<file path="src/rtl/core/fat_volume_geometry_macros.svh">
// Assertion macros for the FAT volume geometry block.
// Used by the top level only; needs clock and reset in scope.
`ifndef FAT_VOLUME_GEOMETRY_MACROS_SVH
`define FAT_VOLUME_GEOMETRY_MACROS_SVH

// The consequent holds in the same cycle as the antecedent.
`define FVG_ASSERT_NOW(lbl, ante, cons, msg) \
   lbl: assert property (@(posedge clock) disable iff (reset) (ante) |-> (cons)) \
      else $error(msg);

// The consequent holds in the cycle after the antecedent.
`define FVG_ASSERT_NEXT(lbl, ante, cons, msg) \
   lbl: assert property (@(posedge clock) disable iff (reset) (ante) |=> (cons)) \
      else $error(msg);

`endif

</file>
<file path="src/rtl/core/fvg_pkg.sv">
// Shared types and constants for the FAT volume geometry block.
// No dependencies.
`timescale 1ns / 1ps
package fvg_pkg;

   localparam int unsigned LIMIT_FAT12 = 4085;
   localparam int unsigned LIMIT_FAT16 = 65525;
   localparam int unsigned DIR_ENTRY_SHIFT = 5;

   localparam int unsigned SPAN_NUM_W = 22;
   localparam int unsigned SPAN_DEN_W = 16;
   localparam int unsigned SPAN_W = 21;
   localparam int unsigned CLUS_NUM_W = 32;
   localparam int unsigned CLUS_DEN_W = 8;

   typedef enum logic [1:0] {
      STATUS_OK,
      STATUS_BAD_SIZE,
      STATUS_FAT12
   } status_type;

   typedef struct packed {
      logic        bad_size;
      logic [31:0] total;
      logic [31:0] tbl;
      logic [31:0] prod;
      logic [31:0] fat_lba;
      logic [15:0] rsv;
      logic [7:0]  spc;
      logic [31:0] root_clus;
   } front_type;

   typedef struct packed {
      logic              bad_size;
      logic [31:0]       total;
      logic [31:0]       tbl;
      logic [SPAN_W-1:0] span;
      logic [31:0]       fat_lba;
      logic [31:0]       root_lba;
      logic [31:0]       data_start;
      logic [31:0]       root_clus;
   } mid_type;

endpackage

</file>
<file path="src/rtl/core/fvg_div_pipe.sv">
// Restoring divider with one quotient bit per register stage and a carried sideband.
// Depends on fvg_pkg for default widths.
`timescale 1ns / 1ps
module fvg_div_pipe
   import fvg_pkg::*;
#(
   parameter int unsigned NUM_W  = CLUS_NUM_W,
   parameter int unsigned DEN_W  = CLUS_DEN_W,
   parameter int unsigned SIDE_W = 1
) (
   input  logic              clock,
   input  logic              reset,
   input  logic              advance,
   input  logic              in_valid,
   input  logic [NUM_W-1:0]  in_num,
   input  logic [DEN_W-1:0]  in_den,
   input  logic [SIDE_W-1:0] in_side,
   output logic              out_valid,
   output logic [NUM_W-1:0]  out_quo,
   output logic [SIDE_W-1:0] out_side
);

   logic              stage_valid [NUM_W+1];
   logic [NUM_W-1:0]  stage_num   [NUM_W+1];
   logic [DEN_W-1:0]  stage_rem   [NUM_W+1];
   logic [DEN_W-1:0]  stage_den   [NUM_W+1];
   logic [SIDE_W-1:0] stage_side  [NUM_W+1];

   assign stage_valid[0] = in_valid;
   assign stage_num[0]   = in_num;
   assign stage_rem[0]   = '0;
   assign stage_den[0]   = in_den;
   assign stage_side[0]  = in_side;

   for (genvar s = 0; s < NUM_W; s++) begin : g_stage
      logic              valid_ff;
      logic [NUM_W-1:0]  num_ff, num_in;
      logic [DEN_W-1:0]  rem_ff, rem_in;
      logic [DEN_W-1:0]  den_ff;
      logic [SIDE_W-1:0] side_ff;
      logic [DEN_W:0]    trial;
      logic [DEN_W:0]    diff;
      logic              fits;

      always_comb begin
         trial  = {stage_rem[s], stage_num[s][NUM_W-1]};
         diff   = trial - {1'b0, stage_den[s]};
         fits   = trial >= {1'b0, stage_den[s]};
         rem_in = fits ? diff[DEN_W-1:0] : trial[DEN_W-1:0];
         num_in = {stage_num[s][NUM_W-2:0], fits};
      end

      always_ff @(posedge clock) begin
         if (reset) begin
            valid_ff <= 1'b0;
         end else if (advance) begin
            valid_ff <= stage_valid[s];
         end
      end

      always_ff @(posedge clock) begin
         if (advance) begin
            num_ff  <= num_in;
            rem_ff  <= rem_in;
            den_ff  <= stage_den[s];
            side_ff <= stage_side[s];
         end
      end

      assign stage_valid[s+1] = valid_ff;
      assign stage_num[s+1]   = num_ff;
      assign stage_rem[s+1]   = rem_ff;
      assign stage_den[s+1]   = den_ff;
      assign stage_side[s+1]  = side_ff;
   end

   assign out_valid = stage_valid[NUM_W];
   assign out_quo   = stage_num[NUM_W];
   assign out_side  = stage_side[NUM_W];

endmodule

</file>
<file path="config.mk">
export PLATFORM = sky130hd
export DESIGN_NAME = fvg_div_pipe
export DESIGN_NICKNAME = d
export VERILOG_FILES = /design/src/rtl/core/fat_volume_geometry_macros.svh /design/src/rtl/core/fvg_pkg.sv /design/src/rtl/core/fvg_div_pipe.sv
export SDC_FILE = /design/constraint.sdc
export NUM_CORES = 2
export LEC_CHECK = 0
export BUFFER_PORTS_ARGS = -buffer_cell sky130_fd_sc_hd__clkbuf_2
export CAP_MARGIN = 30
export CORE_UTILIZATION = 55
export CTS_CLUSTER_SIZE = 10
export DETAILED_ROUTE_END_ITERATION = 16
export PLACE_DENSITY_LB_ADDON = 0.25
export SLEW_MARGIN = 10
export SYNTH_ARGS = -nofsm -noshare
export SYNTH_HDL_FRONTEND = slang
export SYNTH_SLANG_ARGS = --single-unit
export TNS_END_PERCENT = 20
</file>
<file path="constraint.sdc">
create_clock -name clock -period 3.5 [get_ports clock]
set_input_delay 0.35 -clock clock [delete_from_list [all_inputs] [get_ports clock]]
set_output_delay 0.35 -clock clock [all_outputs]
set_load 0.1 [all_outputs]
</file>
==> metrics.md <==
| Metric | Value |
|---|---|
| Die ar. | 0.114 mm^2 |
| Hold-fix buffer count after cts | 42 |
| Arrival time worst endpoint | 3.13 ns |
| GP Congestion | 0.814 |
| Most Used Layer, Global Route | met2 |
| Initial antenna violation count | 1 |
| Antenna-violating nets left | 0 |
| Row count | 122 |
| Area delta synth->final | 13.1% |
| Die Y | 338 um |
| Register-to-Register Path Depth | 6 |
| # fillers | 7880 |
| Crit path max-delay family | compound AO/OA/AOI/OAI gates |
| TritonCTS Sinks | 1584 |
| GRT Total Usage | 16.1% |
| Syn Area/Cell | 16.8 um^2 |
| Post-CTS Setup Inserts | 0 |
| Worst path depth | 6 |
| Global-route wire length before repair | 147000 um |
| Number of flops mapped to enable cells by yosys | 1552 |
| Outcome | complete, no violations |
| Worst slew pin tran | 0.946 ns |
| Unrepaired setup endpoints after global routing | false |
| Post-synth top area cell | edfxtp_1 |
| Grt total ovfl | 0 |
| Worst setup EP type | register |
| Synth Net Count | 4015 |
| Via count | 29.4k |
| RR Startpoint | g_stage[20].rem_ff[5]$_DFFE_PP_ |
| CTS max path bufs | 3 |
| H-tree levels | 4 |
| RR Endpoint | g_stage[21].rem_ff[7]$_DFFE_PP_ |
| Pwr per Cell Area | 764 mW/mm^2 |
| Top cells by area, synth | edfxtp_1 75%, ha_1 5.0%, inv_1 2.0% |
| Synth warnings | 0 |
| Critical Path Start | g_stage[20].rem_ff[5]$_DFFE_PP_ |
| Largest net degree at the start of global routing | 142 |
| Critical path's slowest cell | a221oi_2 |
| Proportion of layout cells with a drive suffix above 1 | 11.6% |
| Met1 usage | 21.1% |
| Ys flop type | edfxtp_1 |
| Met2 Resource Use GR | 26.8% |
| # diodes | 0 |
| Fin cells | 5555 |
| Post-synth ARST share | 0% |
| Met3 usage | 2.80% |
| Vias/cell | 5.29 |
| Hold Vio Cnt, Final | 0 |
| Initial drt markers | 1811 |
| Post-synthesis sequential area ratio | 76.2% |
| Static leakage | 25.9 nW |
| Crit start category | register |
| Total power | 53.6 mW |
| Setup violations, final | 0 |
| Initial core utilization | 55.7% |
| CTS tree | yes |
| Vias in the first global route | 29.4k |
| Hpwl dp | 56700 um |
| Critical Path RT | 4.02 ns |
| Tmin final | 2.62 ns |
| Clk pin slew, worst setup/hold paths | 0.05 ns |
| Core Area | 0.111 mm^2 |
| Inst Count DP | 5276 |
| Cells after Synth | 3690 |
| Num CTS Buffers | 180 |
| CP Cell Sequence | ha_1, a21oi_1, o21ai_0, a221oi_2, inv_2, o22a_1 |
| Critical path class | reg -> reg |
| Headroom to the max-slew limit | 37.0% |
| Post-cts resize count | 0 |
| Total Nets Final | 4337 |
| Max-slew violation count | 0 |
| Die X | 338 um |
| Flops & latches, synth | 1584 |
| Root buf cell | clkbuf_16 |
| Synth top area share | 75.1% |
| Fin crit share | 74.7% |
| Worst min path class | in -> reg |
| CP max FO | 14 |
| Peak supply drop | 0.000490 V |
| Synth unique cells | 61 |
| Worst path max stage delay | 0.83 ns |
| 1st-pass router iterations | 5 |
| Setup slack, reg-to-reg | 0.88 ns |
| WP buf/inv | 1 |
| F_max | 382 MHz |
| Setup TNS | 0 ns |
| Synthesized area | 0.0620 mm^2 |
| Maxcap violations | 0 |
| Crit path capture | g_stage[21].rem_ff[7]$_DFFE_PP_ |
| I/O pins | 79 |
| DRT Wirelength | 88800 um |
| Clk_lat worst skew | 0.77 ns |
| IO buf count | 78 |
| Mean routed wirelength per cell | 16.0 um |
| Clk_skew | 0.0208 ns |
| Hold Crit Depth | 1 |
| Residual DRC | 0 |
[how the worst min path moves through the flow]
stage | from | slack, ns | end
detailed placement | g_stage[9].num_ff[17]$_DFFE_PP_ | 0.40 | g_stage[10].num_ff[18]$_DFFE_PP_
global route | advance | 0.05 | g_stage[0].num_ff[9]$_DFFE_PP_
floorplan | g_stage[9].num_ff[9]$_DFFE_PP_ | 0.40 | g_stage[10].num_ff[10]$_DFFE_PP_
CTS | advance | 0.02 | g_stage[0].num_ff[9]$_DFFE_PP_
finish | advance | 0.06 | g_stage[0].num_ff[9]$_DFFE_PP_
global placement | g_stage[0].num_ff[16]$_DFFE_PP_ | 0.40 | g_stage[1].num_ff[17]$_DFFE_PP_
[cell usage after synthesis, types with 18 or more instances]
master    count
o21ai_0     232
a21o_1       32
nand2_1     199
or2_2        18
mux2_2       54
dfxtp_1      32
nand3b_1     18
and2_1       41
o21a_1       52
a211oi_1     26
and4_1       19
inv_1       326
nor2_1       99
nand2b_1     50
a21boi_0     21
mux2i_1      63
nor3_1       34
a31o_2       19
o22a_1       18
a21oi_1     144
xnor2_1      48
nand3_1      30
nor2b_1      42
o31ai_1      40
edfxtp_1   1552
ha_1        250
xor2_1       46
buf_4        18
fa_1         30
[cell type report]
type | count | area [um^2] | share of cell area, %
inverter | 330 | 1240 | 1.77
tap | 1488 | 1860 | 2.65
clock inverter | 21 | 294 | 0.419
clock buffer | 216 | 4720 | 6.73
multi-input combinational | 1741 | 13300 | 19.0
timing repair buffer | 175 | 1460 | 2.09
sequential | 1584 | 47200 | 67.3
[cell usage in the layout (no fill, tap or decap), drive strengths merged, types with 32 or more instances in the layout]
cell         instances
and2                41
dfxtp               32
nor3                34
nor2b               42
clkbuf             293
a21oi              151
xor2                46
o21ai              243
ha                 250
nand2b              50
mux2                55
o21a                52
mux2i               63
nand2              199
buf                 56
inv                334
nor2                99
edfxtp            1552
o31ai               40
xnor2               48
dlygate4sd3         42
a21o                33
[routing by layer]
metal | vias to the layer above | share of wire (%)
met1 | 14228 | 45
met3 | 165 | 3.4
met2 | 449 | 49
met5 | - | 0
met4 | 0 | 2.6
li1 | 14529 | -
[cells by family after synthesis]
logic type                 count (synthesis)  share of synthesized area [%]
AOI/OAI and AO/OA                        668                           7.47
adders and majority gates                280                           6.01
muxes                                    118                           2.02
and+or+nand+nor                          581                           4.68
buffers and inverters                    365                           2.33
xor gates and xnor gates                  94                           1.33
DFF                                     1584                           76.2
[stage by stage]
| step | utilization, % | hold slack [ns] | setup WS (ns) | area (um^2) |
|---|---|---|---|---|
| after global placement | 58.2 | 0.400 | 0.900 | 64700 |
| after CTS | 63.1 | 0.0161 | 0.870 | 70200 |
| final | 63.1 | 0.0583 | 0.884 | 70200 |
| after detailed placement | 58.2 | 0.405 | 0.891 | 64700 |
| after global routing | 63.1 | 0.0498 | 0.656 | 70200 |
| after floorplan | - | 0.400 | 1.38 | 62000 |
[state kept, by name (all words and copies together) (netlist names)]
signal            cells
out_valid             1
g_stage.valid_ff     31
g_stage.side_ff      31
g_stage.den_ff      248
g_stage.rem_ff      248
g_stage.num_ff      992
out_side              1
out_quo              32
[power breakdown]
part / switching [mW] / internal (mW) / leakage, nW
Combinational: 6.78 / 5.21 / 8.09
Sequential: 1.12 / 24.3 / 15.4
Clock: 6.75 / 9.49 / 2.44
Total: 14.7 / 39.0 / 25.9
No activity file was read; power rests on OpenSTA's default activity.
