--- config.mk ---
export PLATFORM = sky130hd
export DESIGN_NAME = fvg_mid
export DESIGN_NICKNAME = d
export VERILOG_FILES = /design/src/rtl/core/fat_volume_geometry_macros.svh /design/src/rtl/core/fvg_pkg.sv /design/src/rtl/core/fvg_mid.sv
export SDC_FILE = /design/constraint.sdc
export NUM_CORES = 1
export LEC_CHECK = 0
export BUFFER_PORTS_ARGS = -buffer_cell sky130_fd_sc_hd__buf_2
export CORE_ASPECT_RATIO = 1.1
export CORE_MARGIN = 5
export CORE_UTILIZATION = 45
export DETAILED_ROUTE_END_ITERATION = 12
export HOLD_SLACK_MARGIN = 0.02
export PLACE_DENSITY = 0.79
export SLEW_MARGIN = 10
export SYNTH_ARGS = -nofsm -noshare
export SYNTH_HDL_FRONTEND = slang
export SYNTH_SLANG_ARGS = --single-unit
--- constraint.sdc ---
create_clock -name clock -period 4 [get_ports clock]
set_input_delay 0.2 -clock clock [delete_from_list [all_inputs] [get_ports clock]]
set_output_delay 0.2 -clock clock [all_outputs]
set_load 0.02 [all_outputs]
--- src/rtl/core/fat_volume_geometry_macros.svh ---
// Assertion macros for the FAT volume geometry block.
// Used by the top level only; needs clock and reset in scope.
`ifndef FAT_VOLUME_GEOMETRY_MACROS_SVH
`define FAT_VOLUME_GEOMETRY_MACROS_SVH

// The consequent holds in the same cycle as the antecedent.
`define FVG_ASSERT_NOW(lbl, ante, cons, msg) \
   lbl: assert property (@(posedge clock) disable iff (reset) (ante) |-> (cons)) \
      else $error(msg);

// The consequent holds in the cycle after the antecedent.
`define FVG_ASSERT_NEXT(lbl, ante, cons, msg) \
   lbl: assert property (@(posedge clock) disable iff (reset) (ante) |=> (cons)) \
      else $error(msg);

`endif

--- src/rtl/core/fvg_pkg.sv ---
// Shared types and constants for the FAT volume geometry block.
// No dependencies.
`timescale 1ns / 1ps
package fvg_pkg;

   localparam int unsigned LIMIT_FAT12 = 4085;
   localparam int unsigned LIMIT_FAT16 = 65525;
   localparam int unsigned DIR_ENTRY_SHIFT = 5;

   localparam int unsigned SPAN_NUM_W = 22;
   localparam int unsigned SPAN_DEN_W = 16;
   localparam int unsigned SPAN_W = 21;
   localparam int unsigned CLUS_NUM_W = 32;
   localparam int unsigned CLUS_DEN_W = 8;

   typedef enum logic [1:0] {
      STATUS_OK,
      STATUS_BAD_SIZE,
      STATUS_FAT12
   } status_type;

   typedef struct packed {
      logic        bad_size;
      logic [31:0] total;
      logic [31:0] tbl;
      logic [31:0] prod;
      logic [31:0] fat_lba;
      logic [15:0] rsv;
      logic [7:0]  spc;
      logic [31:0] root_clus;
   } front_type;

   typedef struct packed {
      logic              bad_size;
      logic [31:0]       total;
      logic [31:0]       tbl;
      logic [SPAN_W-1:0] span;
      logic [31:0]       fat_lba;
      logic [31:0]       root_lba;
      logic [31:0]       data_start;
      logic [31:0]       root_clus;
   } mid_type;

endpackage

--- src/rtl/core/fvg_mid.sv ---
// Middle stage: region start sectors and the data sector count from the root span.
// Depends on fvg_pkg.
`timescale 1ns / 1ps
module fvg_mid
   import fvg_pkg::*;
(
   input  logic                  clock,
   input  logic                  reset,
   input  logic                  advance,
   input  logic                  in_valid,
   input  logic [SPAN_NUM_W-1:0] in_quo,
   input  front_type             in_side,
   output logic                  out_valid,
   output logic [CLUS_NUM_W-1:0] out_num,
   output logic [CLUS_DEN_W-1:0] out_den,
   output mid_type               out_side
);

   logic                  valid_ff;
   logic [CLUS_NUM_W-1:0] data_ff, data_in;
   logic [CLUS_DEN_W-1:0] den_ff;
   mid_type               side_ff, side_in;
   logic [31:0]           span32;

   always_comb begin
      span32             = 32'(in_quo);
      side_in.bad_size   = in_side.bad_size;
      side_in.total      = in_side.total;
      side_in.tbl        = in_side.tbl;
      side_in.span       = in_quo[SPAN_W-1:0];
      side_in.fat_lba    = in_side.fat_lba;
      side_in.root_lba   = in_side.fat_lba + in_side.prod;
      side_in.data_start = in_side.fat_lba + in_side.prod + span32;
      side_in.root_clus  = in_side.root_clus;
      data_in = in_side.total - (32'(in_side.rsv) + in_side.prod + span32);
   end

   always_ff @(posedge clock) begin
      if (reset) begin
         valid_ff <= 1'b0;
      end else if (advance) begin
         valid_ff <= in_valid;
      end
   end

   always_ff @(posedge clock) begin
      if (advance) begin
         data_ff <= data_in;
         den_ff  <= in_side.spc;
         side_ff <= side_in;
      end
   end

   assign out_valid = valid_ff;
   assign out_num   = data_ff;
   assign out_den   = den_ff;
   assign out_side  = side_ff;

endmodule

==> report_table.html <==
<table>
<tr><th>Metric</th><th>Value</th></tr>
<tr><th colspan="2">Synthesis</th></tr>
<tr><td>Fraction of synthesized cell area in xor and xnor cells</td><td>6.10%</td></tr>
<tr><td>Largest family of logic cells by synthesized area</td><td>adder cells</td></tr>
<tr><td>Netlist area before placement</td><td>13200 um^2</td></tr>
<tr><td>Post-synthesis share of cell area spent on full adders, half adders and majority gates</td><td>15.6%</td></tr>
<tr><td>Cell count after synthesis</td><td>960</td></tr>
<tr><td>Area share of the leading cell type in the synthesized netlist</td><td>57.9%</td></tr>
<tr><td>Number of flops mapped to enable cells by yosys</td><td>254</td></tr>
<tr><td>Leading area contributor after synthesis</td><td>sky130_fd_sc_hd__edfxtp_1</td></tr>
<tr><td>Syn Area/Cell</td><td>13.7 um^2</td></tr>
<tr><td>Flip-flop and latch count after synthesis</td><td>255</td></tr>
<tr><td>Biggest area contributors in the synthesized netlist</td><td>sky130_fd_sc_hd__edfxtp_1 58%, sky130_fd_sc_hd__ha_1 9.4%, sky130_fd_sc_hd__fa_1 6.2%</td></tr>
<tr><td>Main flop type after synthesis</td><td>sky130_fd_sc_hd__edfxtp_1</td></tr>
<tr><td>Portion of the post-synthesis area used by sequential elements</td><td>58.1%</td></tr>
<tr><td>Simple-gate share of the synthesized area</td><td>5.99%</td></tr>
<tr><td>Portion of netlist area occupied by mux cells</td><td>0.152%</td></tr>
<tr><td>Net Count, Synth</td><td>1311</td></tr>
<tr><td>Number of distinct standard cells referenced by the synthesized netlist</td><td>72</td></tr>
<tr><td>Synth warn</td><td>0</td></tr>
<tr><td>Async S/R FF share, synth</td><td>0%</td></tr>
<tr><td>Synthesized-area fraction occupied by ao, oa, aoi and oai cells</td><td>10.8%</td></tr>
<tr><th colspan="2">GRT</th></tr>
<tr><td>Initial antenna violation count</td><td>2</td></tr>
<tr><td>Maximum number of pins on one net before global-route repair</td><td>94</td></tr>
<tr><td>Total track usage</td><td>25.4%</td></tr>
<tr><td>First-pass GRT wire length</td><td>65300 um</td></tr>
<tr><td>Number of global-route vias before repair</td><td>11398</td></tr>
<tr><td>Overall overflow remaining after global route</td><td>0</td></tr>
<tr><th colspan="2">Route</th></tr>
<tr><td>Number of vias per cell after detailed routing</td><td>5.20</td></tr>
<tr><td>Pre-Repair DR Iteration Count</td><td>8</td></tr>
<tr><td>DRC violations left</td><td>0</td></tr>
<tr><td>Number of vias in the routed layout</td><td>10692</td></tr>
<tr><td>DRC marker count from the first detailed-route iteration</td><td>620</td></tr>
<tr><td>Detail-routed net length per standard cell</td><td>21.1 um</td></tr>
<tr><td>Number of nets with antenna violations after detailed routing</td><td>0</td></tr>
<tr><td>Total length of routed wires</td><td>43400 um</td></tr>
<tr><th colspan="2">Critical path</th></tr>
<tr><td>Worst Setup End Kind</td><td>flip-flop</td></tr>
<tr><td>Worst path required time</td><td>4.27 ns</td></tr>
<tr><td>Crit path max fanout</td><td>4</td></tr>
<tr><td>Critical path data arrival time</td><td>4.13 ns</td></tr>
<tr><td>CP Launch Type</td><td>input port</td></tr>
<tr><td>Class of the most critical setup path</td><td>input port to flip-flop</td></tr>
<tr><th colspan="2">Timing</th></tr>
<tr><td>Setup clock skew after layout</td><td>0 ns</td></tr>
<tr><td>Count of pins over their slew limit</td><td>0</td></tr>
<tr><td>Final setup fails</td><td>0</td></tr>
<tr><td>Final number of hold-violating endpoints</td><td>0</td></tr>
<tr><td>Upper clock frequency limit</td><td>259 MHz</td></tr>
<tr><td>Slew HR</td><td>50.8%</td></tr>
<tr><td>Least-Margin Pin Slew</td><td>0.737 ns</td></tr>
<tr><td>Period utilisation layout</td><td>96.5%</td></tr>
<tr><td>Min Tclk post-route</td><td>3.86 ns</td></tr>
<tr><td>Worst hold slack after final layout</td><td>0.0973 ns</td></tr>
<tr><th colspan="2">Floorplan</th></tr>
<tr><td>Row count</td><td>65</td></tr>
<tr><td>Initial Utilization</td><td>45.7%</td></tr>
<tr><td>Num ports</td><td>466</td></tr>
<tr><td>Die Area</td><td>32800 um^2</td></tr>
<tr><td>Area of the placeable core</td><td>28800 um^2</td></tr>
<tr><td>Vertical die dimension</td><td>189 um</td></tr>
<tr><td>Horizontal die dimension</td><td>173 um</td></tr>
<tr><th colspan="2">Clocking</th></tr>
<tr><td>Buffers from clock root to sink, at most</td><td>3</td></tr>
<tr><td>CTS tree</td><td>yes</td></tr>
<tr><td>Root Driver</td><td>sky130_fd_sc_hd__clkbuf_16</td></tr>
<tr><td>Number of buffers created by CTS</td><td>27</td></tr>
<tr><td>Clock slew seen by the registers of the worst setup and hold paths</td><td>0.06 ns</td></tr>
<tr><td>Count of H-tree levels built during CTS</td><td>1</td></tr>
<tr><td>Insertion delay of the later-clocked pin in the worst-skew pair</td><td>0.53 ns</td></tr>
<tr><td>Count of clock tree sinks</td><td>255</td></tr>
<tr><th colspan="2">Final layout</th></tr>
<tr><td>Final design utilization</td><td>66.2%</td></tr>
<tr><td>Area grow syn2layout</td><td>44.8%</td></tr>
<tr><td>Fraction of layout cells with a size suffix above 1</td><td>36.5%</td></tr>
<tr><td>Layout Nets</td><td>2022</td></tr>
<tr><th colspan="2">Placed design</th></tr>
<tr><td>Number of port buffers</td><td>465</td></tr>
<tr><td>Placer congestion estimate</td><td>0.885</td></tr>
<tr><td>Detailed placement HPWL</td><td>31300 um</td></tr>
<tr><th colspan="2">Pwr</th></tr>
<tr><td>Leakage</td><td>8.51 nW</td></tr>
<tr><td>PD cells</td><td>506 nW/um^2</td></tr>
<tr><td>Maximum vdd drop</td><td>0.387 mV</td></tr>
<tr><th colspan="2">Min path</th></tr>
<tr><td>Worst min path class</td><td>input port to flip-flop</td></tr>
<tr><th colspan="2">Run status</th></tr>
<tr><td>Outcome</td><td>completed</td></tr>
<tr><th colspan="2">Flow run</th></tr>
<tr><td>Max Cap Violations</td><td>0</td></tr>
</table>
-- per-stage QoR --
stage          TNS (ns)  instances  setup WS [ns]  area [um^2]  total power, W
2_1_floorplan         0        960          0.149        13200         0.00563
3_3_place_gp     -0.992       1848         -0.234        16400         0.00682
3_5_place_dp      -1.97       1848         -0.257        16400         0.00692
4_1_cts               0       2055         0.0131        18900         0.00949
5_1_grt          -0.138       2058        -0.0526        19100          0.0101
6_report              0       2058          0.142        19100         0.00965
-- what timing repair did --
action	in CTS	in global routing
hold buffers	161	0
resized for setup	0	39
buffers inserted	0	2
endpoints found under the setup margin	0	18
hold endpoints to repair	160	0
-- per-layer routing --
metal / vias to the layer above / wire length, um / global-route usage [%]
li1: 4940 / - / -
met2: 480 / 22500 / 47.1
met4: 0 / 1990 / 9.18
met3: 130 / 2950 / 5.81
met1: 5142 / 16000 / 28.9
met5: - / 0 / 0
-- cell usage in the layout (no fill, tap or decap), types with 5 or more instances in the layout --
cell type | synthesis | routed
sky130_fd_sc_hd__buf_2 | 6 | 463
sky130_fd_sc_hd__edfxtp_1 | 254 | 254
sky130_fd_sc_hd__dlygate4sd3_1 | 0 | 160
sky130_fd_sc_hd__inv_1 | 103 | 102
sky130_fd_sc_hd__ha_1 | 99 | 94
sky130_fd_sc_hd__a21oi_1 | 79 | 75
sky130_fd_sc_hd__buf_4 | 0 | 65
sky130_fd_sc_hd__xnor2_1 | 57 | 57
sky130_fd_sc_hd__fa_1 | 41 | 39
sky130_fd_sc_hd__nand2_1 | 37 | 37
sky130_fd_sc_hd__a21o_1 | 33 | 33
sky130_fd_sc_hd__nor2_1 | 33 | 32
sky130_fd_sc_hd__xor2_1 | 31 | 31
sky130_fd_sc_hd__clkbuf_16 | 0 | 27
sky130_fd_sc_hd__o21ai_0 | 31 | 23
sky130_fd_sc_hd__o21bai_1 | 13 | 13
sky130_fd_sc_hd__nand2b_1 | 12 | 11
sky130_fd_sc_hd__nand4_1 | 11 | 11
sky130_fd_sc_hd__o21ai_1 | 5 | 10
sky130_fd_sc_hd__nand3_1 | 10 | 10
sky130_fd_sc_hd__nor3_1 | 12 | 10
sky130_fd_sc_hd__clkinv_1 | 0 | 10
sky130_fd_sc_hd__o211ai_1 | 6 | 6
sky130_fd_sc_hd__nor2b_1 | 6 | 6
sky130_fd_sc_hd__a21oi_2 | 1 | 5
sky130_fd_sc_hd__o21a_1 | 5 | 5
sky130_fd_sc_hd__and3_1 | 5 | 5
sky130_fd_sc_hd__ha_4 | 0 | 5
-- cell type report --
cell class | count | area (um^2)
clock inverters | 19 | 164
inverters | 103 | 387
diodes | 2 | 5.00
repair buffers | 692 | 4470
flip-flops and latches | 255 | 7650
clock buffers | 27 | 676
fillers | 1975 | 9720
multi-input cells | 592 | 5260
well taps | 368 | 460
-- path summary, 6_finish.rpt --
| path | start | endpoint | slack, ns | cells past startpoint |
|---|---|---|---|---|
| min | in_quo[2] | out_side[130] | 0.1 | 1 |
| max reg2reg | out_valid | out_valid | 2.83 | 3 |
| max | in_quo[1] | out_num[30] | 0.14 | 17 |
| min reg2reg | out_valid | out_valid | 1.07 | 3 |
-- logic make-up (layout without fill, tap and decap cells) --
kind of cell    after synthesis  in the layout
flops                       255            255
compound gates              214            214
simple gates                146            146
fa+ha+maj                   140            140
buf+inv                     113            841
xor+xnor                     90             90
mux                           2              2
other cells                   0              2
-- critical path: stages --
cell and delay (ns):
sky130_fd_sc_hd__dlygate4sd3_1 0.53, sky130_fd_sc_hd__buf_2 0.17, sky130_fd_sc_hd__ha_1 0.33, sky130_fd_sc_hd__fa_1 0.54, sky130_fd_sc_hd__inv_1 0.10, sky130_fd_sc_hd__fa_2 0.36
sky130_fd_sc_hd__a21o_1 0.21, sky130_fd_sc_hd__a21oi_2 0.20, sky130_fd_sc_hd__nand2b_4 0.19, sky130_fd_sc_hd__a2111o_1 0.24, sky130_fd_sc_hd__a31oi_4 0.12, sky130_fd_sc_hd__a211oi_1 0.24
sky130_fd_sc_hd__buf_4 0.16, sky130_fd_sc_hd__o21ai_0 0.07, sky130_fd_sc_hd__a21oi_1 0.22, sky130_fd_sc_hd__o21ai_1 0.12, sky130_fd_sc_hd__xor2_1 0.14
-- registers in the layout (all words and copies together) (netlist names) --
signal and cells:
out_side 214, out_num 32, out_den 8, out_valid 1
-- cells in the mapped netlist (all sizes together), types with 12 or more instances --
library cell / instances
o21ai: 37
nor2: 34
nor3: 14
ha: 99
xnor2: 58
a21o: 34
edfxtp: 254
nand2b: 12
nand4: 13
inv: 103
a21oi: 81
xor2: 32
nand2: 37
o21bai: 13
fa: 41
-- power by group --
| part | switching [W] | leakage [nW] | internal [W] |
|---|---|---|---|
| logic | 0.00212 | 5.60 | 0.00146 |
| clock network | 0.00102 | 0.411 | 0.00141 |
| registers | 0.000126 | 2.49 | 0.00351 |
Note: power is estimated with default switching activity, not from simulation.
