--- config.mk ---
export PLATFORM = sky130hd
export DESIGN_NAME = fvg_front
export DESIGN_NICKNAME = d
export VERILOG_FILES = /design/src/rtl/core/fat_volume_geometry_macros.svh /design/src/rtl/core/fvg_pkg.sv /design/src/rtl/core/fvg_front.sv
export SDC_FILE = /design/constraint.sdc
export NUM_CORES = 1
export LEC_CHECK = 0
export BUFFER_PORTS_ARGS = -buffer_cell sky130_fd_sc_hd__buf_4
export CORE_MARGIN = 4
export CORE_UTILIZATION = 55
export CTS_BUF_LIST = sky130_fd_sc_hd__clkbuf_2
export DETAILED_ROUTE_END_ITERATION = 10
export GPL_TIMING_DRIVEN = 0
export HOLD_SLACK_MARGIN = 0.1
export PLACE_DENSITY = 0.83
export SYNTH_ARGS = -nofsm -noshare
export SYNTH_HDL_FRONTEND = slang
export SYNTH_SLANG_ARGS = --single-unit
export TNS_END_PERCENT = 50
--- constraint.sdc ---
create_clock -name clock -period 16.08 [get_ports clock]
set_input_delay 1.608 -clock clock [delete_from_list [all_inputs] [get_ports clock]]
set_output_delay 1.608 -clock clock [all_outputs]
set_load 0.01 [all_outputs]
--- src/rtl/core/fat_volume_geometry_macros.svh ---
// Assertion macros for the FAT volume geometry block.
// Used by the top level only; needs clock and reset in scope.
`ifndef FAT_VOLUME_GEOMETRY_MACROS_SVH
`define FAT_VOLUME_GEOMETRY_MACROS_SVH

// The consequent holds in the same cycle as the antecedent.
`define FVG_ASSERT_NOW(lbl, ante, cons, msg) \
   lbl: assert property (@(posedge clock) disable iff (reset) (ante) |-> (cons)) \
      else $error(msg);

// The consequent holds in the cycle after the antecedent.
`define FVG_ASSERT_NEXT(lbl, ante, cons, msg) \
   lbl: assert property (@(posedge clock) disable iff (reset) (ante) |=> (cons)) \
      else $error(msg);

`endif

--- src/rtl/core/fvg_pkg.sv ---
// Shared types and constants for the FAT volume geometry block.
// No dependencies.
`timescale 1ns / 1ps
package fvg_pkg;

   localparam int unsigned LIMIT_FAT12 = 4085;
   localparam int unsigned LIMIT_FAT16 = 65525;
   localparam int unsigned DIR_ENTRY_SHIFT = 5;

   localparam int unsigned SPAN_NUM_W = 22;
   localparam int unsigned SPAN_DEN_W = 16;
   localparam int unsigned SPAN_W = 21;
   localparam int unsigned CLUS_NUM_W = 32;
   localparam int unsigned CLUS_DEN_W = 8;

   typedef enum logic [1:0] {
      STATUS_OK,
      STATUS_BAD_SIZE,
      STATUS_FAT12
   } status_type;

   typedef struct packed {
      logic        bad_size;
      logic [31:0] total;
      logic [31:0] tbl;
      logic [31:0] prod;
      logic [31:0] fat_lba;
      logic [15:0] rsv;
      logic [7:0]  spc;
      logic [31:0] root_clus;
   } front_type;

   typedef struct packed {
      logic              bad_size;
      logic [31:0]       total;
      logic [31:0]       tbl;
      logic [SPAN_W-1:0] span;
      logic [31:0]       fat_lba;
      logic [31:0]       root_lba;
      logic [31:0]       data_start;
      logic [31:0]       root_clus;
   } mid_type;

endpackage

--- src/rtl/core/fvg_front.sv ---
// Input stage: picks the sector counts, forms the root span numerator and the FAT product.
// Depends on fvg_pkg.
`timescale 1ns / 1ps
module fvg_front
   import fvg_pkg::*;
(
   input  logic                  clock,
   input  logic                  reset,
   input  logic                  advance,
   input  logic                  in_valid,
   input  logic [31:0]           partition_start,
   input  logic [15:0]           sector_bytes,
   input  logic [7:0]            cluster_sectors,
   input  logic [15:0]           reserved_count,
   input  logic [7:0]            table_copies,
   input  logic [15:0]           root_entry_count,
   input  logic [15:0]           short_total,
   input  logic [31:0]           long_total,
   input  logic [15:0]           short_table_size,
   input  logic [31:0]           long_table_size,
   input  logic [31:0]           boot_root_cluster,
   output logic                  out_valid,
   output logic [SPAN_NUM_W-1:0] out_num,
   output logic [SPAN_DEN_W-1:0] out_den,
   output front_type             out_side
);

   logic                  valid_ff;
   logic [SPAN_NUM_W-1:0] num_ff, num_in;
   logic [SPAN_DEN_W-1:0] den_ff;
   front_type             side_ff, side_in;

   always_comb begin
      side_in.bad_size  = (sector_bytes == '0) || (cluster_sectors == '0);
      side_in.total     = (short_total != '0) ? 32'(short_total) : long_total;
      side_in.tbl       = (short_table_size != '0) ? 32'(short_table_size) : long_table_size;
      side_in.prod      = 32'(40'(table_copies) * 40'(side_in.tbl));
      side_in.fat_lba   = partition_start + 32'(reserved_count);
      side_in.rsv       = reserved_count;
      side_in.spc       = cluster_sectors;
      side_in.root_clus = boot_root_cluster;
      num_in = (SPAN_NUM_W'(root_entry_count) << DIR_ENTRY_SHIFT)
         + SPAN_NUM_W'(sector_bytes) - SPAN_NUM_W'(1);
   end

   always_ff @(posedge clock) begin
      if (reset) begin
         valid_ff <= 1'b0;
      end else if (advance) begin
         valid_ff <= in_valid;
      end
   end

   always_ff @(posedge clock) begin
      if (advance) begin
         num_ff  <= num_in;
         den_ff  <= sector_bytes;
         side_ff <= side_in;
      end
   end

   assign out_valid = valid_ff;
   assign out_num   = num_ff;
   assign out_den   = den_ff;
   assign out_side  = side_ff;

endmodule

==> out/results.tsv, run 1 <==
stage	metric	value	unit
clock_network	cts-buffers-inserted	59	
run_status	status	finished, final reports clean	
global_routing	grt_use_total	0.282	
synth	syn_avg_cell_area	11.5	um^2
synth	yosys.area.top_type_share	0.415	
sta	timing_max_transition_violations_final	0	
clock_network	cts_tree	yes	
die	floorplan.die_area	32100	um^2
synth	synth.top_cells.by_area	edfxtp_1, fa_1, ha_1, inv_1, and2_1	
drt	ant_nets	0	
clock_network	numClockSinks	224	
drt	wl_per_cell	20.1	um
die	top_level_ports	452	
synth	dominantRegCellSynth	edfxtp_1	
placed_design	finalWeightedCongestion	0.923	
cells_and_area	layout.core_utilization	0.716	
global_routing	grt_start_max_net_pins	132	
synth	synth.cell_area	16100	um^2
synth	synth-edff-count	223	
critical_path	criticalPathCategory	in -> reg	
placed_design	buffer_ports.inserted	450	
job	cap_viol_max_count	0	
drt	viasPerCell	5.46	
critical_path	cp-start-kind	input port	
global_routing	globalRoute.totalOverflow	0	
sta	max_slew.worst_pin.slew	1.05	ns
placed_design	place_hpwl	37700	um
clock_network	htree_num_levels	2	
die	fp-row-count	62	
critical_path	cp_data_required_time	16.69	ns
clock_network	ctsRootBufferMaster	clkbuf_2	
clock_network	cts_resized	0	
min_path	min-delay-path-class	reg -> reg	
drt	detail_route.drc_violations	0	
drt	via_count	12800	
sta	max_slew_margin	0.298	
critical_path	timing.critical_path.to_type	flop	
synth	synth_sequential_area_ratio	0.416	
sta	max_freq	0.140	GHz
sta	fin_setup_tns	0	ns
synth	synth_top_cell_by_area	edfxtp_1	
pwr	pwr_density_cell	101	nW/um^2
synth	syn_nets	1875	
synth	netlist-cell-type-count	55	
die	core-area	28800	um^2
synth	syn_inst	1400	
sta	final_hold_viol_count	0	
critical_path	worstPathMaxFanout	10	
drt	detail_route.iter0.violations	910	
cells_and_area	flow.area_growth_from_synthesis	27.7	%
drt	finalWirelength	47200	um
clock_network	post_cts.repair.setup_buffers	0	
cells_and_area	net_count_final	2387	
cells_and_area	proportion_of_layout_cells_with_a_drive_suffix_above_1	0.281	
sta	rsz_0062_raised_after_global_routing	false	
die	starting_density	0.560	
global_routing	grt_pass1_wl	70200	um
sta	finalCritPeriodShare	0.446	
global_routing	first_global_vias	13200	
synth	ys_seq_elements	224	
pwr	maximum_ir_drop_on_the_vdd_rail	80.5	uV
global_routing	antenna_found_initial	8	
cells_and_area	multiInputGateArea	8480	um^2
placed_design	dpl_cell_area	20000	um^2
die	chipHeight	179	um
synth	yosys_warnings	0	
clock_network	cts_buffer_depth	3	
cells_and_area	seq_area	6720	um^2
clock_network	clk_pin_slew_worst_paths	0.10	ns
cells_and_area	final_cell_area	20600	um^2
clock_network	clk_latency	0.85	ns
sta	fin_ws	8.91	ns
placed_design	preCtsSetupSlack	8.09	ns
pwr	leakage	0.00980	uW
cells_and_area	fill_cells	2048	
sta	setup_viol_count_final	0	
synth	synth-async-reset-ratio	0	
clock_network	cts_hold_repair.buffers	0	
sta	clock_skew	0	ns
die	chipWidth	179	um
sta	post-route-min-period	7.17	ns
drt	drt_pre_antenna_iters	6	
critical_path	critPathArrivalTime	7.78	ns
cells by family (layout without fill, tap and decap cells):
kind of cell / count (synthesis) / in the layout / synth area share
buffers and inverters: 248 / 803 / 0.0577
flip-flops: 224 / 224 / 0.416
AO/OA/AOI/OAI: 184 / 184 / 0.0745
adder cells (fa/ha/maj): 247 / 247 / 0.265
multiplexers: 1 / 1 / 0.000621
XOR/XNOR: 80 / 80 / 0.0434
AND/OR/NAND/NOR: 416 / 416 / 0.142
other: 0 / 7 / 0
cell usage after synthesis (4+ instances only):
cell type    n
a211oi_1     7
a21o_1      40
a21oi_1     50
a31oi_1      5
and2_1      87
and3_1      59
and4_1       4
clkbuf_1    43
edfxtp_1   223
fa_1       158
ha_1        89
inv_1      205
nand2_1     89
nand2b_1     6
nand3_1     11
nand4_1      5
nand4b_1     4
nor2_1      45
nor2b_1     73
nor4_1      13
o21a_1      14
o21ai_0     33
o21bai_1     6
or3_1        4
xnor2_1     62
xor2_1      18
per-layer routing:
metal  vias to the layer above  wire length (um)  GRT usage
met2                       691             23600      0.492
met4                         2              2490      0.143
li1                       5761                 -          -
met5                         -                11          0
met1                      6207             16500      0.325
met3                       145              4550     0.0683
power by group:
| group | leakage [uW] | switching (uW) | internal (uW) | total (uW) |
|---|---|---|---|---|
| clock network | 0.000417 | 239 | 177 | 416 |
| logic | 0.00720 | 495 | 395 | 890 |
| registers | 0.00218 | 21.3 | 753 | 774 |
metrics by stage:
step                      total power [uW]  hold slack (ns)  cells
final                                 2080            0.510   2346
after global routing                  2220            0.558   2345
after CTS                             2090            0.518   2339
after detailed placement              1670            0.496   2235
after global placement                1640            0.475   2234
after floorplan                       1330            0.528   1400
layout make-up:
cell class,instances,area share
sequential,224,0.326
inverter,205,0.0373
timing repair buffer,451,0.166
buffer,43,0.00783
antenna,7,0.000850
clock buffer,86,0.0209
multi-input combinational,928,0.412
tap,384,0.0233
clock inverter,18,0.00638
worst paths after layout:
path / startpoint / end / slack, ns / depth (start not counted)
setup reg to reg: out_valid$_SDFFE_PP0P_ / out_valid$_SDFFE_PP0P_ / 15.49 / 2
setup / recovery: short_table_size[3] / out_side[118]$_DFFE_PP_ / 8.91 / 22
hold / removal: out_valid$_SDFFE_PP0P_ / out_valid$_SDFFE_PP0P_ / 0.51 / 2
hold reg to reg: out_valid$_SDFFE_PP0P_ / out_valid$_SDFFE_PP0P_ / 0.51 / 2
layout by cell type, fill, tap and decap left out, drive strengths merged, types with 45 or more instances in the layout:
cell    Yosys  routed
buf         0     451
edfxtp    223     223
inv       205     206
fa        158     158
clkbuf     43     129
nand2      89      89
ha         89      89
and2       88      88
nor2b      73      73
xnor2      62      62
and3       59      59
a21oi      50      50
nor2       45      45
worst max-delay path, stage by stage:
cell and delay (ns):
buf_4 0.12, nor4_1 0.33, and4_1 0.23, clkbuf_1 0.19
clkbuf_1 0.38, a21oi_1 0.41, nor2b_1 0.28, fa_1 0.46
fa_1 0.50, fa_1 0.49, inv_1 0.05, fa_1 0.48
inv_1 0.04, ha_1 0.37, a21oi_1 0.27, o21ai_0 0.12
a311oi_1 0.28, o31ai_1 0.23, a311o_1 0.41, a21oi_1 0.25
a21oi_1 0.12, xor2_1 0.15
registers in the layout, summed over array words and instances (netlist names):
name       flops
out_side     185
out_num       22
out_valid      1
out_den       16
Note: power is estimated with default switching activity, not from simulation.
==> inputs of run 2 (changes only) <==
ABC_AREA = 1   (was default)
PLACE_DENSITY = 0.82   (was 0.83)
clock period = 6.6 ns   (was 16.08 ns; I/O delays follow)
==> run 2 against run 1 <==
  * Sequential share of layout area decreased by 2.8 points
  * Sequential cell count stayed put
  * Synthesized cell count grew 21%
  * Sequential power up 150%
  * Worst setup slack lost 8.6 ns
  * Via count rose by 19%
  * Combinational power grew to 2.7 times the previous value
==> out/results.tsv, run 2 <==
stage	metric	value	unit	change
run_status	status	finished, final reports clean		
sta	max_slew_margin	0.236		-0.0615
sta	clock_skew	0	ns	unchanged
cells_and_area	layout_common_cells	buf_4, inv_1, nand2_1, nor2_1, edfxtp_1		
min_path	min-delay-path-class	in -> reg		
pwr	leakage	0.0111	uW	+13%
sta	final_hold_viol_count	0		unchanged
critical_path	timing.reg2reg.worst_path_depth	3		+1
clock_network	clk_pin_slew_worst_paths	0.11	ns	about the same
critical_path	cp_data_required_time	7.19	ns	-9.50 ns
cells_and_area	net_count_final	2836		+19%
critical_path	critical-path-top-delay-family	adder cells		
critical_path	critical_path.reg2reg.startpoint	out_valid$_SDFFE_PP0P_		
global_routing	antenna_found_initial	12		+4
die	floorplan.die_area	32900	um^2	+2.5%
placed_design	place_hpwl	43800	um	+16%
synth	synth_top_cell_by_area	edfxtp_1		
clock_network	cts_buffer_depth	3		unchanged
die	starting_density	0.558		-0.00205
synth	syn_nets	2175		+16%
sta	timing_max_transition_violations_final	0		unchanged
clock_network	post_cts.repair.setup_buffers	0		unchanged
drt	detail_route.drc_violations	0		unchanged
sta	max_freq	0.159	GHz	
drt	finalWirelength	58400	um	+24%
synth	syn_avg_cell_area	9.74	um^2	-16%
synth	synth-edff-count	223		unchanged
synth	yosys_warnings	0		unchanged
sta	finalCritPeriodShare	0.954		
drt	wl_per_cell	20.8	um	+3.5%
cells_and_area	fill_cells	1941		-5.2%
cells_and_area	final_common_cell	buf_4		
die	fp-row-count	63		+1.6%
synth	dominantRegCellSynth	edfxtp_1		
critical_path	cp.buffers_inverters	8		+3
cells_and_area	largest_reg_flops	185		unchanged
die	core-area	29600	um^2	+3.0%
die	chipWidth	181	um	+1.2%
critical_path	cp_slowest_stage_delay	0.54	ns	+0.04 ns
job	cap_viol_max_count	0		unchanged
synth	netlist_top_cells_count	inv_1, nand2_1, nor2_1		
drt	drt_pre_antenna_iters	6		unchanged
min_path	hold_start	short_table_size[10]		
synth	netlist-cell-type-count	44		-20%
global_routing	first_global_vias	15800		+20%
synth	synth_most_common_cell	inv_1		
global_routing	grt_use_total	0.347		+0.0643
cells_and_area	flow.area_growth_from_synthesis	36.2	%	
global_routing	grt_pass1_wl	88400	um	+26%
sta	setup_viol_count_final	0		unchanged
min_path	whs_path_depth	3		+1
drt	detail_route.iter0.violations	1315		+45%
synth	syn_inst	1700		+21%
cells_and_area	proportion_of_layout_cells_with_a_drive_suffix_above_1	0.238		-0.0435
critical_path	cp-start-kind	input port		
clock_network	cts-buffers-inserted	58		-1.7%
placed_design	finalWeightedCongestion	0.952		+3.1%
clock_network	ctsRootBufferMaster	clkbuf_2		
clock_network	cts_tree	yes		
sta	fin_setup_tns	0	ns	unchanged
drt	ant_nets	0		unchanged
synth	synth-async-reset-ratio	0		unchanged
clock_network	clk_latency	0.83	ns	-0.02 ns
critical_path	crit_slowest_cell	fa_1		
min_path	worstHoldEndpoint	out_side[130]$_DFFE_PP_		
drt	via_count	15300		+19%
sta	rsz_0062_raised_after_global_routing	false		
clock_network	numClockSinks	224		unchanged
sta	max_slew.worst_pin.slew	1.14	ns	+0.0826 ns
synth	synth.top_cells.by_area	edfxtp_1, fa_1, inv_1, ha_1, nand2_1		
global_routing	globalRoute.totalOverflow	0		unchanged
synth	ys_seq_elements	224		unchanged
synth	synth.cell_area	16600	um^2	+2.6%
sta	hold-worst-slack	0.138	ns	-0.372 ns
sta	post-route-min-period	6.29	ns	
clock_network	htree_num_levels	2		unchanged
critical_path	worstPathMaxFanout	10		unchanged
synth	yosys.area.top_type_share	0.405		-0.0105
placed_design	buffer_ports.inserted	450		unchanged
global_routing	grt_start_max_net_pins	130		-1.5%
critical_path	criticalPathCategory	in -> reg		
critical_path	timing.reg2reg.setup_slack	5.46	ns	-10.03 ns
die	top_level_ports	452		unchanged
synth	synth_sequential_area_ratio	0.406		-0.0106
die	chipHeight	181	um	+1.2%
drt	viasPerCell	5.45		-0.20%
pwr	maximum_ir_drop_on_the_vdd_rail	171	uV	+110%
critical_path	path_common_cell	fa_1		
critical_path	timing.critical_path.to_type	flop		
critical_path	crit-reg2reg-capture	out_valid$_SDFFE_PP0P_		
critical_path	critPathArrivalTime	6.88	ns	-0.90 ns
pwr	pwr_density_cell	236	nW/um^2	+130%
## run 2: repair_timing
action,CTS,global route
setup endpoints to repair,0,1
hold endpoints to repair,130,0
hold buffers,150,0
gates resized for setup,0,2
## run 2: cell type report
type                    count  area, um^2  share of cell area
diodes                      7        17.5            0.000777
multi-input cells        1115        8480               0.376
inverters                 339        1270              0.0564
clock buffers              79         395              0.0175
clock inverters            29         173             0.00766
repair buffers            601        4910               0.218
flip-flops and latches    224        6720               0.298
plain buffers              22        90.1             0.00400
well taps                 390         488              0.0216
## run 2: worst reg2reg max path, stage by stage, from the launching register on
cell	delay, ns
dfxtp_1	0.31
mux2i_1	0.13
nor2_1	0.05
dlygate4sd3_1	0.54
## run 2: metrics by stage
| stage | area (um^2) | util | instances | setup slack [ns] | total power (uW) |
|---|---|---|---|---|---|
| after floorplan | 16600 | - | 1700 | 1.13 | 3280 |
| after global placement | 20400 | 0.689 | 2540 | 0.00758 | 4140 |
| after detailed placement | 20500 | 0.690 | 2541 | 0.00572 | 4180 |
| after CTS | 22500 | 0.760 | 2799 | 0.358 | 5290 |
| after global routing | 22500 | 0.761 | 2805 | 0.0447 | 5660 |
| final | 22500 | 0.761 | 2806 | 0.306 | 5310 |
## run 2: power breakdown
group | internal (uW) | total (uW) | switching [uW]
registers | 1840 | 1900 | 59.9
clock network | 411 | 1050 | 635
logic | 976 | 2370 | 1390
total | 3230 | 5310 | 2080
## run 2: worst max path at each step
stage                         endpoint  slack, ns                  from  depth (start not counted)
4_1_cts        out_side[117]$_DFFE_PP_       0.36  short_table_size[11]                         27
6_report       out_side[118]$_DFFE_PP_       0.31  short_table_size[11]                         26
5_1_grt        out_side[118]$_DFFE_PP_       0.04  short_table_size[11]                         24
3_3_place_gp   out_side[117]$_DFFE_PP_      0.008  short_table_size[11]                         25
3_5_place_dp   out_side[117]$_DFFE_PP_      0.006  short_table_size[11]                         26
2_1_floorplan  out_side[117]$_DFFE_PP_       1.13  short_table_size[10]                         24
## run 2: cells by family after synthesis
group	share of synthesized area
compound gates	0.0523
xor+xnor	0.0397
fa+ha+maj	0.258
buf+inv	0.0823
flops	0.406
mux	0.000605
simple gates	0.161
## run 2: metal layers
metal	vias to the layer above	routed length, um	GRT usage
met3	249	5760	0.0807
met4	12	3690	0.177
li1	6756	-	-
met1	7300	20400	0.410
met2	970	28500	0.594
met5	-	80	0
==> inputs of run 3 (changes only) <==
clock period = 7.8 ns   (was 6.6 ns; I/O delays follow)
==> run 3 against run 2 <==
  * Highest routed layer unchanged
  * Sequential power fell by 15%
  * Cell count shrank 2.3%
  * Non-clock buffer count is 64 lower
  * Sequential cell count is the same
  * Cell area is 2.9% lower
  * Critical path depth is the same
  * Clock-buffer cell count unchanged
  * Die area stayed put
  * Power decreased by 16%
  * Register-to-register slack improved by 1.8 ns
==> out/results.tsv, run 3 (synthesis gave the netlist of run 2 again) <==
stage	metric	value	unit	change
clock_network	htree_num_levels	2		unchanged
critical_path	timing.critical_path.to_type	flop		
sta	hold-worst-slack	0.159	ns	+0.0205 ns
sta	fin_ws	1.91	ns	+1.61 ns
sta	rsz_0062_raised_after_global_routing	false		
sta	setup_viol_count_final	0		unchanged
clock_network	clk_latency	0.83	ns	about the same
clock_network	numClockSinks	224		unchanged
placed_design	finalWeightedCongestion	0.952		unchanged
drt	via_count	14700		-3.7%
min_path	whs_path_depth	1		-2
placed_design	buffer_ports.inserted	450		unchanged
die	floorplan.die_area	32900	um^2	unchanged
global_routing	antenna_found_initial	7		-5
global_routing	first_global_vias	15100		-4.3%
placed_design	dpl_cell_area	20500	um^2	unchanged
critical_path	crit_slowest_cell	fa_1		
clock_network	clk_pin_slew_worst_paths	0.10	ns	about the same
cells_and_area	seq_area	6720	um^2	unchanged
critical_path	critPathArrivalTime	6.49	ns	-0.39 ns
die	chipHeight	181	um	unchanged
die	fp-row-count	63		unchanged
global_routing	grt_pass1_wl	84900	um	-3.9%
drt	ant_nets	0		unchanged
die	core-area	29600	um^2	unchanged
sta	max_slew.worst_pin.slew	1.09	ns	-0.0486 ns
die	starting_density	0.558		unchanged
clock_network	cts_tree	yes		
cells_and_area	multiInputGateArea	8470	um^2	about the same
drt	drt_pre_antenna_iters	6		unchanged
clock_network	cts_resized	0		unchanged
clock_network	cts-buffers-inserted	58		unchanged
critical_path	worstPathMaxFanout	10		unchanged
job	cap_viol_max_count	0		unchanged
run_status	status	finished, final reports clean		
min_path	min-delay-path-class	in -> reg		
cells_and_area	net_count_final	2772		-2.3%
cells_and_area	fin_cells	2741		-2.3%
critical_path	cp_slowest_stage_delay	0.55	ns	about the same
drt	detail_route.drc_violations	0		unchanged
pwr	maximum_ir_drop_on_the_vdd_rail	145	uV	-16%
sta	timing_max_transition_violations_final	0		unchanged
clock_network	ctsRootBufferMaster	clkbuf_2		
drt	detail_route.iter0.violations	1201		-8.7%
pwr	leakage	0.0108	uW	-2.4%
die	chipWidth	181	um	unchanged
sta	max_freq	0.170	GHz	
sta	post-route-min-period	5.89	ns	
global_routing	grt_start_max_net_pins	130		unchanged
drt	finalWirelength	56100	um	-3.8%
cells_and_area	layout_common_cells	buf_4, inv_1, nand2_1, nor2_1, edfxtp_1		
placed_design	preCtsSetupSlack	1.09	ns	+1.08 ns
sta	fin_setup_tns	0	ns	unchanged
sta	final_hold_viol_count	0		unchanged
cells_and_area	final_common_cell	buf_4		
die	top_level_ports	452		unchanged
pwr	pwr_density_cell	203	nW/um^2	-14%
sta	clock_skew	0	ns	unchanged
critical_path	criticalPathCategory	in -> reg		
global_routing	globalRoute.totalOverflow	0		unchanged
critical_path	cp_data_required_time	8.40	ns	+1.21 ns
cells_and_area	flow.area_growth_from_synthesis	32.3	%	
sta	max_slew_margin	0.269		+0.0327
critical_path	cp-start-kind	input port		
sta	finalCritPeriodShare	0.755		
cells_and_area	fill_cells	2093		+7.8%
cells_and_area	proportion_of_layout_cells_with_a_drive_suffix_above_1	0.244		+0.00607
cells_and_area	final_cell_area	21900	um^2	-2.9%
clock_network	cts_buffer_depth	3		unchanged
placed_design	place_hpwl	43800	um	unchanged
placed_design	dp_cells	2541		unchanged
drt	wl_per_cell	20.5	um	-1.5%
drt	viasPerCell	5.37		-1.4%
global_routing	grt_use_total	0.334		-0.0127
critical_path	timing.reg2reg.worst_path_depth	2		-1
cells_and_area	largest_reg_flops	185		unchanged
## run 3: area by class of cell
| class | count | area share |
|---|---|---|
| Antenna cell | 6 | 0.000686 |
| Clock inverter | 29 | 0.00789 |
| Clock buffer | 79 | 0.0181 |
| Timing Repair Buffer | 537 | 0.195 |
| Inverter | 339 | 0.0581 |
| Multi-Input combinational cell | 1115 | 0.387 |
| Tap cell | 390 | 0.0223 |
| Sequential cell | 224 | 0.307 |
| Buffer | 22 | 0.00411 |
## run 3: critical path, delay by kind of cell
kind | cells | cell delay [ns]
buffers and inverters | 7 | 0.75
and+or+nand+nor | 10 | 1.52
adders and majority gates | 5 | 2.36
AOI/OAI and AO/OA | 4 | 1.05
## run 3: metrics by stage
step                utilization  total power [uW]
floorplan                     -              2770
global placement          0.689              3500
detailed placement        0.690              3540
CTS                       0.737              4450
global route              0.739              4750
finish                    0.739              4450
## run 3: repair_timing
action | in CTS | in global routing
buffers inserted | 0 | 0
hold buffers | 83 | 3
hold endpoints to repair | 80 | 3
## run 3: worst paths after layout
path / to / slack (ns) / from
max: out_side[117]$_DFFE_PP_ / 1.91 / short_table_size[11]
min reg2reg: out_valid$_SDFFE_PP0P_ / 0.51 / out_valid$_SDFFE_PP0P_
max reg2reg: out_valid$_SDFFE_PP0P_ / 7.21 / out_valid$_SDFFE_PP0P_
min: out_side[49]$_DFFE_PP_ / 0.16 / reserved_count[9]
## run 3: metal layers
metal	routed length (um)	track usage
met1	20000	0.399
met3	5220	0.0725
met5	27	0
met2	27800	0.581
met4	3090	0.151
## run 3: report_power, final
part / switching, uW / total [uW] / internal, uW
sequential: 48.8 / 1610 / 1560
combinational: 1160 / 1970 / 805
clock: 529 / 877 / 348
